## src/upv_pkg.sv

```systemverilog
// ----------------------------------------------------------------------------
// upv_pkg: shared types and constants for the URL path validator
// Character codes, the per-path state record and its cleared value.
// ----------------------------------------------------------------------------
package upv_pkg;

  // Character codes
  localparam logic [7:0] CH_SLASH  = 8'h2f;
  localparam logic [7:0] CH_QUERY  = 8'h3f;
  localparam logic [7:0] CH_DOT    = 8'h2e;
  localparam logic [7:0] CH_HASH   = 8'h23;
  localparam logic [7:0] CH_BSLASH = 8'h5c;
  localparam logic [7:0] CH_LOW    = 8'h21;
  localparam logic [7:0] CH_HIGH   = 8'h7e;

  localparam logic [1:0] SEG_LEN_MAX = 2'd3;

  // State carried from one byte of a path to the next
  typedef struct packed {
    logic       at_first_byte;
    logic       failed_flag;
    logic       query_seen;
    logic [1:0] segment_length;
    logic       segment_all_dots;
    logic       path_length_one;
  } upv_state_t;

  localparam upv_state_t PATH_CLEAR = '{
    at_first_byte:    1'b1,
    failed_flag:      1'b0,
    query_seen:       1'b0,
    segment_length:   2'd0,
    segment_all_dots: 1'b1,
    path_length_one:  1'b1
  };

  // Current segment is exactly "." or ".."
  function automatic logic dot_segment(input upv_state_t st);
    dot_segment = st.segment_all_dots &&
                  (st.segment_length == 2'd1 || st.segment_length == 2'd2);
  endfunction

endpackage

```

## src/upv_rule_logic.sv

```systemverilog
// ----------------------------------------------------------------------------
// upv_rule_logic: per-byte rule evaluation
// Applies the path rules to one byte and gives the next state and verdict.
// ----------------------------------------------------------------------------
module upv_rule_logic (
  input  upv_pkg::upv_state_t state_cur,
  input  logic [7:0]          path_byte,
  input  logic                last_byte,
  output upv_pkg::upv_state_t state_next,
  output logic                path_ok
);
  import upv_pkg::*;

  upv_state_t upd;
  logic       bad_char;
  logic       is_sep;

  assign bad_char = (path_byte < CH_LOW) || (path_byte > CH_HIGH) ||
                    (path_byte == CH_HASH) || (path_byte == CH_BSLASH);
  assign is_sep   = (path_byte == CH_SLASH) || (path_byte == CH_QUERY);

  // State update for this byte
  always_comb begin
    upd = state_cur;
    if (state_cur.at_first_byte) begin
      if (path_byte != CH_SLASH) upd.failed_flag = 1'b1;
      upd.at_first_byte    = 1'b0;
      upd.segment_length   = 2'd0;
      upd.segment_all_dots = 1'b1;
    end else begin
      upd.path_length_one = 1'b0;
      if (bad_char) begin
        upd.failed_flag = 1'b1;
      end else if (!state_cur.query_seen && is_sep) begin
        if (dot_segment(state_cur)) upd.failed_flag = 1'b1;
        if (path_byte == CH_QUERY) begin
          upd.query_seen = 1'b1;
        end else begin
          upd.segment_length   = 2'd0;
          upd.segment_all_dots = 1'b1;
        end
      end else if (state_cur.query_seen && path_byte == CH_QUERY) begin
        // second '?'
        upd.failed_flag = 1'b1;
      end else if (!state_cur.query_seen) begin
        if (state_cur.segment_length != SEG_LEN_MAX) begin
          upd.segment_length = state_cur.segment_length + 2'd1;
        end
        if (path_byte != CH_DOT) upd.segment_all_dots = 1'b0;
      end
    end
  end

  // Verdict and clear on the last byte
  always_comb begin
    path_ok = !upd.failed_flag && !upd.path_length_one &&
              !(!upd.query_seen && dot_segment(upd));
    state_next = last_byte ? PATH_CLEAR : upd;
  end

endmodule

```

## src/upv_out_reg.sv

```systemverilog
// ----------------------------------------------------------------------------
// upv_out_reg: result register
// Holds one verdict until the downstream side takes it.
// ----------------------------------------------------------------------------
module upv_out_reg (
  input  logic clk,
  input  logic rst,
  input  logic load,
  input  logic ok_in,
  input  logic out_ready,
  output logic out_valid,
  output logic path_ok,
  output logic free
);

  // Can take a new verdict when empty or being drained this cycle
  assign free = !out_valid || out_ready;

  // Valid flag
  always_ff @(posedge clk) begin
    if (rst) begin
      out_valid <= 1'b0;
    end else if (load) begin
      out_valid <= 1'b1;
    end else if (out_ready) begin
      out_valid <= 1'b0;
    end
  end

  // Payload
  always_ff @(posedge clk) begin
    if (load) path_ok <= ok_in;
  end

endmodule

```

## src/url_path_validator_top.sv

```systemverilog
// ----------------------------------------------------------------------------
// url_path_validator_top: streaming HTTP request path checker
// Takes a path one byte per item and gives one verdict on its last byte.
//
//   channel | handshake           | payload
//   --------+---------------------+----------------------
//   input   | in_valid, in_ready  | path_byte, last_byte
//   output  | out_valid, out_ready| path_ok
//
// One byte is accepted per cycle while the input is not stalled. Each
// byte is held in the input register, where the rules are applied; a
// last byte writes its verdict to the result register, which raises
// out_valid until out_ready takes the verdict. Only a full result
// register that is not drained stalls a last byte, and with it the
// input. Reset clears the path state and both valid flags.
// ----------------------------------------------------------------------------
module url_path_validator_top (
  input  logic       clk,
  input  logic       rst,
  input  logic       in_valid,
  output logic       in_ready,
  input  logic [7:0] path_byte,
  input  logic       last_byte,
  output logic       out_valid,
  input  logic       out_ready,
  output logic       path_ok
);
  import upv_pkg::*;

  logic       s1_valid;
  logic [7:0] s1_byte;
  logic       s1_last;
  logic       s1_adv;
  logic       out_free;
  logic       verdict;
  upv_state_t st;
  upv_state_t st_next;

  // Input stage moves on unless a verdict is blocked
  assign s1_adv   = s1_valid && (!s1_last || out_free);
  assign in_ready = !s1_valid || s1_adv;

  // Input register
  always_ff @(posedge clk) begin
    if (rst) begin
      s1_valid <= 1'b0;
    end else if (in_ready) begin
      s1_valid <= in_valid;
    end
  end

  always_ff @(posedge clk) begin
    if (in_ready && in_valid) begin
      s1_byte <= path_byte;
      s1_last <= last_byte;
    end
  end

  // Rule evaluation
  upv_rule_logic u_rules (
    .state_cur  (st),
    .path_byte  (s1_byte),
    .last_byte  (s1_last),
    .state_next (st_next),
    .path_ok    (verdict)
  );

  // Path state
  always_ff @(posedge clk) begin
    if (rst) begin
      st <= PATH_CLEAR;
    end else if (s1_adv) begin
      st <= st_next;
    end
  end

  // Result register
  upv_out_reg u_out (
    .clk       (clk),
    .rst       (rst),
    .load      (s1_adv && s1_last),
    .ok_in     (verdict),
    .out_ready (out_ready),
    .out_valid (out_valid),
    .path_ok   (path_ok),
    .free      (out_free)
  );

  // State is cleared after a last byte is processed
  a_clear_after_last: assert property (@(posedge clk) disable iff (rst)
    (s1_adv && s1_last) |=> (st.at_first_byte && !st.failed_flag && !st.query_seen))
    else $error("path state not cleared after last byte");

  // The first-byte state implies that the single-byte marker is set
  a_len_one_first: assert property (@(posedge clk) disable iff (rst)
    st.at_first_byte |-> st.path_length_one)
    else $error("first-byte state without single-length marker");

  // A stalled byte stays in the input stage
  a_stage_hold: assert property (@(posedge clk) disable iff (rst)
    (s1_valid && !s1_adv) |=> (s1_valid && $stable(s1_byte) && $stable(s1_last)))
    else $error("input stage lost a stalled item");

  // Non-last bytes never create a result
  a_no_spurious: assert property (@(posedge clk) disable iff (rst)
    (!out_valid && !(s1_adv && s1_last)) |=> !out_valid)
    else $error("result appeared without a last byte");

endmodule
```

## config.mk

```make
export PLATFORM = sky130hd
export DESIGN_NAME = url_path_validator_top
export DESIGN_NICKNAME = d
export VERILOG_FILES = /design/src/upv_pkg.sv /design/src/upv_rule_logic.sv /design/src/upv_out_reg.sv /design/src/url_path_validator_top.sv
export SDC_FILE = /design/constraint.sdc
export NUM_CORES = 1
export LEC_CHECK = 0
export BUFFER_PORTS_ARGS = -buffer_cell sky130_fd_sc_hd__buf_4
export CAP_MARGIN = 20
export CELL_PAD_IN_SITES_DETAIL_PLACEMENT = 2
export CELL_PAD_IN_SITES_GLOBAL_PLACEMENT = 2
export CORE_MARGIN = 5
export CORE_UTILIZATION = 35
export CTS_BUF_LIST = sky130_fd_sc_hd__clkbuf_8
export DETAILED_ROUTE_END_ITERATION = 8
export MAX_ROUTING_LAYER = met4
export PLACE_DENSITY_LB_ADDON = 0.1
export SETUP_SLACK_MARGIN = 0.02
export SLEW_MARGIN = 10
export SYNTH_ARGS = -nofsm -noshare
export SYNTH_HDL_FRONTEND = slang
export SYNTH_SLANG_ARGS = --single-unit
export TNS_END_PERCENT = 50
```

## constraint.sdc

```tcl
create_clock -name clk -period 2.55 [get_ports clk]
set_input_delay 0.255 -clock clk [delete_from_list [all_inputs] [get_ports clk]]
set_output_delay 0.255 -clock clk [all_outputs]
set_load 0.03 [all_outputs]
```

==> flow_metrics.tcl, run 1 <==
set metrics [dict create \
    status "finished clean" \
    synthArstFlopShare_pct 0 \
    grt_pass1_wl_microns 4300 \
    dpl_worst_slack_ns 0.421 \
    path_common_cell "nor4_2" \
    critPathMaxFanout 5 \
    clock_tree.root_cell "clkbuf_8" \
    crit_path_end "u_out.path_ok" \
    clock-sinks 19 \
    cts_buffer_depth 2 \
    swShare_pct 24.1 \
    p_int_w 0.000474 \
    fin_nets 127 \
    fp.coreArea_sq_um 2520 \
    synth_flop_cell "edfxtp_1" \
    cts_tree "done" \
    clk_latency_ns 0.26 \
    dp_hpwl_microns 1950 \
    die_area_sq_um 3800 \
    path_class "flop to flop" \
    startpoint_type "flop" \
    path_clk_slew_ns 0.07 \
    layout_common_cells "buf_4, nor2_1, nand2_1" \
    post_drt_wl_per_cell_microns 17.7 \
    die_w_microns 61.7 \
    startpoint "s1_byte[7]" \
    r2r-start "s1_byte[7]" \
    syn_to_final_growth_pct 19.5 \
    instances_no_fill 141 \
    drtIter0Drc 20 \
    p_comb_share_pct 9.5 \
    synth_edf_count 10 \
    antenna_found_initial 0 \
    ys_seq_area_share_pct 51.4 \
    critical_path.max_stage_delay_ns 0.51 \
    critical_path_required_ns 2.55 \
    cap_violations 0 \
    layout-drive-gt1-share_pct 24.3 \
    r2r_end "u_out.path_ok" \
    cts_buffers 3 \
    viasPerCell 5.44 \
    reg2reg_depth 6 \
    final_util_pct 44.3 \
    tightest_slew_ns 1.03 \
    grt_pass1_vias 865 \
    r2r_setup_slack_ns 0.43 \
    htree_levels 1 \
    p_clk_share_pct 34.1 \
    gp_congestion 0.750 \
    worstPathCellList "nor4_2, nand2_1, o22ai_1, mux2i_1, nor4_2, a21oi_1" \
    hold_violations 0 \
    yosysUniqueCellTypes 31 \
    powerDensity_nw_per_um2 559 \
    vias 767 \
    synth_cells 95 \
    period_share_pct 83.0 \
    ioPinCount 16 \
    cp.arrival_ns 2.12 \
    hold_buffers 0 \
    drv_slew 0 \
    grt_max_degree 12 \
    fmax_mhz 472 \
    setup-violations-final 0 \
    switching_power_w 0.000150 \
    grt_usage_pct 16.4 \
    row_count 18 \
    ir_worst_vdd_mv 0.418 \
    power_w 0.000624 \
    maxSlewHeadroom_pct 30.8 \
    syn_area_per_cell_sq_um 9.84 \
    fin_skew_ns 0.00181 \
    routed_wl_microns 2500 \
    ys_ff_latch 19 \
    crit_path_top_delay_cell "edfxtp_1" \
    overflow 0 \
    drc_errors 0 \
    worst_slack_ns 0.433 \
    rsz0062_at_grt "false" \
    cts_setup_buffers 0 \
    antennaDiodeCount 0 \
    cp-end-kind "flop" \
    syn_nets 110 \
    ant_nets 0 \
    fin_setup_tns_ns 0 \
    cts_resized 0 \
    dr.pass1.iters 4 \
    dp_cells 137 \
    leakage_nw 0.440 \
    p_seq_share_pct 56.4 \
    dieHeight_microns 61.7 \
    portBuffers 15 \
    start_util_pct 37.1 \
    syn_area_sq_um 935 \
    min_path_type "input pin to flop" \
    final_common_cell "buf_4" \
    ys_warn_count 0 \
    fin_crit_ns 2.12 \
]
metrics by stage:
stage / instance area [sq um] / hold WS, ns
finish: 1120 / 0.169
global route: 1120 / 0.164
CTS: 1120 / 0.167
detailed placement: 1070 / 0.435
global placement: 1070 / 0.434
floorplan: 935 / 0.354
per-layer routing:
layer / track usage, % / share of wire, % / up-vias
li1: - / - / 376
met1: 19.5 / 43 / 369
met2: 28.1 / 52 / 18
met3: 3.14 / 3.3 / 4
met4: 4.55 / 1.0 / 0
met5: - / 0 / -
final cells by class:
cell class,count,area (sq um)
fillers,287,1410
flip-flops and latches,19,480
multi-input cells,65,410
repair buffers,15,113
clock buffers,3,41.3
well taps,30,37.5
inverters,8,30.0
clock inverters,1,5.00
worst min path at each step:
stage                       startpoint          to  slack, ns  cells past startpoint
after floorplan           path_byte[0]  s1_byte[0]       0.35                      0
after global placement    path_byte[6]  s1_byte[6]       0.43                      1
after detailed placement  path_byte[6]  s1_byte[6]       0.43                      1
after CTS                 path_byte[6]  s1_byte[6]       0.17                      1
after global routing      path_byte[2]  s1_byte[2]       0.16                      1
final                     path_byte[6]  s1_byte[6]       0.17                      1
cells by family (layout without fill, tap and decap cells):
| group | after synthesis | count (layout) | share of synthesized area, % |
|---|---|---|---|
| flops | 19 | 19 | 51.4 |
| compound gates | 22 | 22 | 16.3 |
| buf+inv | 11 | 27 | 4.69 |
| simple gates | 39 | 39 | 22.9 |
| mux | 1 | 1 | 1.07 |
| xor+xnor | 1 | 1 | 0.937 |
| fa+ha+maj | 2 | 2 | 2.68 |
flip-flops by register name (all words and copies together), names as in the netlist:
name             count
s1_byte              8
s1_valid             1
st                   7
u_out.out_valid      1
s1_last              1
u_out.path_ok        1
synth_stat cells, types with 2 or more instances:
| master | number | area share [%] |
|---|---|---|
| nor3_1 | 2 | 1.1 |
| edfxtp_1 | 10 | 32 |
| buf_2 | 2 | 1.1 |
| a31oi_1 | 2 | 1.3 |
| o21ai_0 | 3 | 1.6 |
| ha_1 | 2 | 2.7 |
| nor2_1 | 13 | 5.2 |
| nor4_2 | 4 | 5.4 |
| nand3_1 | 2 | 1.1 |
| a22oi_1 | 2 | 1.6 |
| dfxtp_1 | 9 | 19 |
| nand2_1 | 11 | 4.4 |
| a21oi_1 | 7 | 3.7 |
| o22ai_1 | 2 | 1.3 |
| inv_1 | 8 | 3.2 |
power by group through the flow:
| stage | sequential, W | clock, W | combinational, W |
|---|---|---|---|
| floorplan | 0.000354 | 0 | 0.0000370 |
| global placement | 0.000358 | 0 | 0.0000573 |
| detailed placement | 0.000359 | 0 | 0.0000598 |
| CTS | 0.000352 | 0.000215 | 0.0000603 |
| global route | 0.000355 | 0.000230 | 0.0000657 |
| finish | 0.000352 | 0.000213 | 0.0000594 |
worst max-delay path, delay by kind of cell (launching register included):
kind	cells	cell delay, ns
simple gates	3	0.82
flops	1	0.51
compound gates	2	0.39
mux	1	0.13
(Power assumes the default switching activity.)
==> run 2: changes to the inputs <==
clock period = 2 ns   (was 2.55 ns; I/O delays follow)
==> run 2 against run 1 <==
Against the previous run: wire length up 22%; critical path depth up 1; the run now ends with setup timing left; final area up 13%; via count up 8.3%; clock power up 27%.
==> flow_metrics.tcl, run 2 (same netlist as run 1, synthesis figures left out) <==
set metrics [dict create \
    status "finished with violations" \
    violations "setup timing" \
    cp-end-kind "flop" \
    register_area_sq_um 480 \
    critPathMaxFanout 4 \
    p_clk_share_pct 32.7 \
    powerDensity_nw_per_um2 652 \
    ioPinCount 16 \
    cts_buffers 3 \
    hold_buffers 0 \
    overflow 0 \
    fin_skew_ns 0.00377 \
    viasPerCell 5.43 \
    leakage_nw 0.520 \
    cap_violations 0 \
    layout-drive-gt1-share_pct 35.0 \
    cts_tree "done" \
    path_clk_slew_ns 0.07 \
    p_int_w 0.000619 \
    fp.coreArea_sq_um 2520 \
    grt_pass1_wl_microns 4460 \
    critical_path_required_ns 2.01 \
    fill_cells 263 \
    die_area_sq_um 3800 \
    cp.arrival_ns 2.03 \
    die_w_microns 61.7 \
    tightest_slew_ns 0.419 \
    rsz0062_at_grt "true" \
    fin_setup_tns_ns -0.0177 \
    multi_input_area_sq_um 467 \
    dr.pass1.iters 4 \
    dp_cells 141 \
    instances_no_fill 153 \
    swShare_pct 25.1 \
    grt_pass1_vias 940 \
    cts_buffer_depth 2 \
    gp_congestion 0.769 \
    final_common_cell "buf_4" \
    hold_violations 0 \
    post_drt_wl_per_cell_microns 19.9 \
    period_share_pct 101 \
    drtIter0Drc 14 \
    p_seq_share_pct 53.9 \
    drv_slew 0 \
    dp_hpwl_microns 1990 \
    layout_common_cells "buf_4, nor2_1, nand2_1, edfxtp_1" \
    antenna_found_initial 0 \
    htree_levels 1 \
    antennaDiodeCount 0 \
    fmax_mhz 496 \
    clk_latency_ns 0.26 \
    reg_top3 "s1_byte x8, st x7" \
    power_w 0.000826 \
    row_count 18 \
    clock_tree.root_cell "clkbuf_8" \
    start_util_pct 37.1 \
    final_cell_area_sq_um 1270 \
    vias 831 \
    setup-violations-final 1 \
    final_util_pct 50.2 \
    switching_power_w 0.000207 \
    p_comb_share_pct 13.4 \
    ir_worst_vdd_mv 0.443 \
    grt_usage_pct 17.5 \
    syn_to_final_growth_pct 35.5 \
    dieHeight_microns 61.7 \
    clock-sinks 19 \
    placed_cell_area_sq_um 1100 \
    largest_register_ffs 8 \
    grt_max_degree 11 \
    drc_errors 0 \
    fin_crit_ns 2.02 \
    min_path_type "input pin to flop" \
    largest-register "s1_byte" \
    startpoint_type "flop" \
    portBuffers 15 \
    maxSlewHeadroom_pct 72.1 \
    worst_slack_ns -0.0177 \
    fin_nets 139 \
    path_class "flop to flop" \
    ant_nets 0 \
    routed_wl_microns 3050 \
]
[run 2: area by class of cell]
type                    instances  area share (%)
flip-flops and latches         19            37.9
inverters                       8            2.37
repair buffers                 27            16.3
clock buffers                   3            3.26
well taps                      30            2.96
multi-input cells              65            36.9
clock inverters                 1           0.296
[run 2: what timing repair did]
| action | CTS | global route |
|---|---|---|
| cloned | 0 | 0 |
| resized for setup | 6 | 4 |
| pin swaps | 2 | 6 |
| setup buffers | 5 | 3 |
| setup endpoints to repair | 1 | 2 |
[run 2: worst paths after layout]
check,startpoint,slack (ns),depth (start not counted),to
worst min register to register,st[0],0.49,2,st[0]
worst max register to register,s1_byte[3],-0.02,7,u_out.path_ok
worst max-delay path,s1_byte[3],-0.02,7,u_out.path_ok
worst min-delay path,path_byte[2],0.11,1,s1_byte[2]
[run 2: power groups by stage]
stage                     clock network [W]  registers (W)   logic, W
after floorplan                           0       0.000451  0.0000472
after detailed placement                  0       0.000455  0.0000833
final                              0.000270       0.000445   0.000110
after global routing               0.000298       0.000448   0.000120
after global placement                    0       0.000454  0.0000781
after CTS                          0.000274       0.000447  0.0000976
[run 2: layer usage]
layer	wire length [microns]	global-route usage [%]
met4	48	7.27
met5	0	-
met2	1680	31.4
met3	83	2.52
met1	1240	18.9
[run 2: critical path, cell delays in order (launching register included)]
cell and delay (ns):
edfxtp_1 0.45, buf_6 0.15, nor4_4 0.33, o32ai_4 0.15, nor2b_4 0.17, a32o_2 0.26
xor2_1 0.18, a21oi_1 0.08
[run 2: stage by stage]
stage / setup WS [ns] / hold slack, ns
floorplan: 0.229 / 0.299
global placement: 0.0199 / 0.378
detailed placement: -0.0637 / 0.381
CTS: 0.00867 / 0.112
global route: -0.0844 / 0.100
finish: -0.0177 / 0.113
